===== config.mk =====
export PLATFORM = sky130hd
export DESIGN_NAME = qsa_isqrt_cell
export DESIGN_NICKNAME = d
export VERILOG_FILES = /design/src/hw/rtl/qsa_pkg.sv /design/src/hw/rtl/qsa_isqrt_cell.sv
export SDC_FILE = /design/constraint.sdc
export NUM_CORES = 1
export LEC_CHECK = 0
export BUFFER_PORTS_ARGS = -buffer_cell sky130_fd_sc_hd__buf_2
export CORE_MARGIN = 2
export CORE_UTILIZATION = 52
export CTS_CLUSTER_DIAMETER = 80
export DETAILED_ROUTE_END_ITERATION = 6
export MAX_ROUTING_LAYER = met4
export PLACE_DENSITY = 0.82
export SLEW_MARGIN = 20
export SYNTH_ARGS = -nofsm -noshare
export SYNTH_HDL_FRONTEND = slang
export SYNTH_SLANG_ARGS = --single-unit

===== constraint.sdc =====
create_clock -name clock -period 4.2 [get_ports clock]
set_input_delay 0.42 -clock clock [delete_from_list [all_inputs] [get_ports clock]]
set_output_delay 0.42 -clock clock [all_outputs]
set_load 0.005 [all_outputs]

===== src/hw/rtl/qsa_pkg.sv =====
// Shared types, widths and the arctangent table for the quaternion angle pipeline.
package qsa_pkg;

   localparam int CW       = 38;   // CORDIC x/y width
   localparam int ZW       = 32;   // angle width, 2^32 per turn
   localparam int SQ_W     = 62;   // square-root remainder and root width
   localparam int SQ_STEPS = 31;   // one cell per result bit of the root
   localparam int SQ_TOP   = 60;   // bit position of the first trial bit
   localparam int DLY      = SQ_STEPS + 1;
   localparam int OUT_W    = 48;

   typedef struct packed {
      logic signed [CW-1:0] x;
      logic signed [CW-1:0] y;
      logic [ZW-1:0]        z;
      logic                 tag;
   } cordic_word_type;

   typedef struct packed {
      logic [SQ_W-1:0]  rem;
      logic [SQ_W-1:0]  root;
      logic signed [31:0] sin;
   } isqrt_word_type;

   localparam logic [31:0] ATAN_TABLE [0:31] = '{
      32'h20000000, 32'h12E4051E, 32'h09FB385B, 32'h051111D4,
      32'h028B0D43, 32'h0145D7E1, 32'h00A2F61E, 32'h00517C55,
      32'h0028BE53, 32'h00145F2F, 32'h000A2F98, 32'h000517CC,
      32'h00028BE6, 32'h000145F3, 32'h0000A2FA, 32'h0000517D,
      32'h000028BE, 32'h0000145F, 32'h00000A30, 32'h00000518,
      32'h0000028C, 32'h00000146, 32'h000000A3, 32'h00000051,
      32'h00000029, 32'h00000014, 32'h0000000A, 32'h00000005,
      32'h00000003, 32'h00000001, 32'h00000001, 32'h00000000
   };

   function automatic logic [31:0] atan_entry(input int n);
      logic [4:0] idx;
      idx = n[4:0];
      if (n > 31) begin
         return 32'd0;
      end
      return ATAN_TABLE[idx];
   endfunction

endpackage


===== src/hw/rtl/qsa_isqrt_cell.sv =====
// One restoring square-root cell: trial subtract of one root bit, registered.
module qsa_isqrt_cell #(
   parameter int BIT = 60
) (
   input  logic                    clock,
   input  logic                    reset,
   input  logic                    enable,
   input  logic                    up_valid,
   input  qsa_pkg::isqrt_word_type up_data,
   output logic                    dn_valid,
   output qsa_pkg::isqrt_word_type dn_data
);

   localparam logic [qsa_pkg::SQ_W-1:0] B = qsa_pkg::SQ_W'(1) << BIT;

   logic                    valid_ff;
   qsa_pkg::isqrt_word_type data_ff, data_in;
   logic [qsa_pkg::SQ_W-1:0] trial;
   logic                    fits;

   always_comb begin
      trial = up_data.root + B;
      fits  = up_data.rem >= trial;
      data_in.sin  = up_data.sin;
      data_in.rem  = fits ? (up_data.rem - trial) : up_data.rem;
      data_in.root = (up_data.root >> 1) + (fits ? B : '0);
   end

   always_ff @(posedge clock) begin
      if (reset) begin
         valid_ff <= 1'b0;
      end else if (enable) begin
         valid_ff <= up_valid;
      end
   end

   always_ff @(posedge clock) begin
      if (enable) begin
         data_ff <= data_in;
      end
   end

   assign dn_valid = valid_ff;
   assign dn_data  = data_ff;

endmodule


==> out/qor.yml <==
status: "completed"
drtIter0Drc: 685
cts_max_level: 4
io_buffers: 316
synthesis.nets: 1077
finClkSkew_ps: 0
hold_viol: 0
worstPathArrival_ps: 3750
vias_per_cell: 5.70
swShare_pct: 30.1
fin_nets: 1386
yosysUniqueCellTypes: 61
clock_path_buffers: 2
die_w_um: 139
p_clk_share_pct: 33.5
critPathCaptureType: "register"
ys.flop_type: "edfxtp_1"
dr.pass1.iters: 5
worst_path_max_delay_cell: "fa_1"
cpPeakStageDelay_ps: 410
path_buf_inv: 3
finalNonFillerCells: 1408
yosys_warnings: 0
p_seq_share_pct: 41.8
grt_max_degree: 107
maxCapViolCount: 0
irDropWorstVdd_mv: 0.303
crit_path_start_kind: "primary input"
drive_above_1_share_pct: 34.5
wl_per_cell_um: 18.7
rsz0062_at_grt: "false"
boundaryPins: 317
syn_area_um2: 9490
min_period_ps: 3560
cts_buffers: 17
insertion_delay_ps: 430
post_cts_buffers: 0
wl_um: 26300
max_slew.worst_pin.slew_ps: 985
timing.final.max_slew_violations: 0
cp_data_required_time_ps: 4390
r2r-start: "dn_valid"
grt_pass1_wl_um: 41200
path_class: "in -> reg"
drtAntennaViolNets: 0
cpMostUsedCell: "a21oi_2"
worstHoldPathType: "in -> reg"
yosysMostFrequentCell: "edfxtp_1"
synthTopCellsByCount: "edfxtp_1, inv_1, a21oi_1"
internal_power_uw: 3320
grt-ovfl-total: 0
num_vias: 8027
powerDensity_nw_per_um2: 399
pwr-share-comb_pct: 24.7
synthToLayoutAreaGrowth_pct: 25.2
synth_top_area_cell: "edfxtp_1"
rows: 49
antenna_found_initial: 3
synth_top_area_share_pct: 49.3
synth_edf_count: 156
startpoint: "up_data[94]"
netlist_top_cells_area: "edfxtp_1, ha_1, mux2_2"
die_y_um: 139
finalCritPeriodShare_pct: 84.7
path_max_fanout: 33
core_um2: 18000
fmax_mhz: 281
maxSlewHeadroom_pct: 34.3
clk_pin_slew_ps: 70
dp_hpwl_um: 20100
grt_pass1_vias: 8035
crit_family: "compound AO/OA/AOI/OAI gates"
setup_violations: 0
dp.cells: 1372
hold_buffers: 0
ys_ff_latch: 157
syn_avg_cell_area_um2: 11.1
p_sw_uw: 1430
cp_cell_sequence: "buf_2 > inv_1 > ha_1 > fa_1 > nor2b_1 > o211ai_1 > a21oi_2 > o21ai_2 > a2111oi_4 > nor2_2 > o31ai_2 > a21oi_2 > o21ai_4 > buf_12 > mux2_2"
async_reset_ff_share_pct: 0
cts_resized: 0
root_buffer: "clkbuf_16"
min_from: "reset"
seq_area_frac_synth_pct: 49.6
clock-sinks: 157
die-area_um2: 19400
cts_tree: "done"
drc: 0
grt_use_total_pct: 27.6
netlist_instances: 853
p_leak_uw: 0.00534
initial_core_util_pct: 52.8
tns_ps: 0
fin_util_pct: 66.2
gp_congestion: 0.915
-- stage by stage --
step	worst slack [ps]	total power (uW)	hold slack [ps]	cell area [um2]
5_1_grt	404	4940	131	11900
3_5_place_dp	184	3170	494	11300
6_report	641	4740	132	11900
4_1_cts	643	4750	123	11900
3_3_place_gp	288	3130	470	11300
2_1_floorplan	652	2700	485	9490
-- power by group through the flow --
stage / registers [uW] / logic [uW] / clock network [uW]
final: 1980 / 1170 / 1590
after global routing: 2000 / 1280 / 1660
after CTS: 1980 / 1160 / 1600
after detailed placement: 2020 / 1150 / 0
after global placement: 2010 / 1120 / 0
after floorplan: 2040 / 667 / 0
-- sequential cells by signal, summed over array words and instances, names as in the netlist --
signal and cells:
dn_data 156, dn_valid 1
-- layer usage --
layer	wire length [um]	global-route usage [%]	part of all wire, %	vias up
li1	-	-	-	3791
met1	11100	36.0	42	3845
met2	12900	44.7	49	346
met3	1730	4.25	6.6	45
met4	546	8.67	2.1	0
met5	0	-	0	-
-- cell families after synthesis --
| logic type | Yosys count | synth area share [%] |
|---|---|---|
| AOI/OAI and AO/OA | 209 | 14.2 |
| and+or+nand+nor | 190 | 9.96 |
| DFF | 157 | 49.6 |
| buffers and inverters | 112 | 4.96 |
| adders and majority gates | 64 | 8.51 |
| muxes | 63 | 7.43 |
| xor gates and xnor gates | 58 | 5.35 |
-- cells in the final DEF (no fill, tap or decap), drive strengths merged, types with 7 or more instances in the layout --
cell    count
nand4      28
inv        86
a21oi      75
edfxtp    156
nor2       42
nand2      51
and2        7
o21bai     14
nor3       17
mux2       60
clkbuf     17
o21a        8
ha         63
and3       10
a31oi      10
o21ai      40
xor2       21
a21o       27
nand3       9
xnor2      37
buf       324
-- layout make-up --
cell class | instances | area (um2)
fillers | 1428 | 6080
flip-flops and latches | 157 | 4700
diodes | 4 | 10.0
well taps | 229 | 287
clock buffers | 17 | 425
repair buffers | 324 | 1670
multi-input cells | 584 | 4320
inverters | 78 | 293
clock inverters | 15 | 175
-- path summary, 6_finish.rpt --
path | to | cells after the start | slack (ps)
max | dn_data[107] | 15 | 640
min | dn_valid | 2 | 130
max reg2reg | dn_valid | 2 | 3620
min reg2reg | dn_valid | 2 | 500
Note: power is estimated with default switching activity, not from simulation.
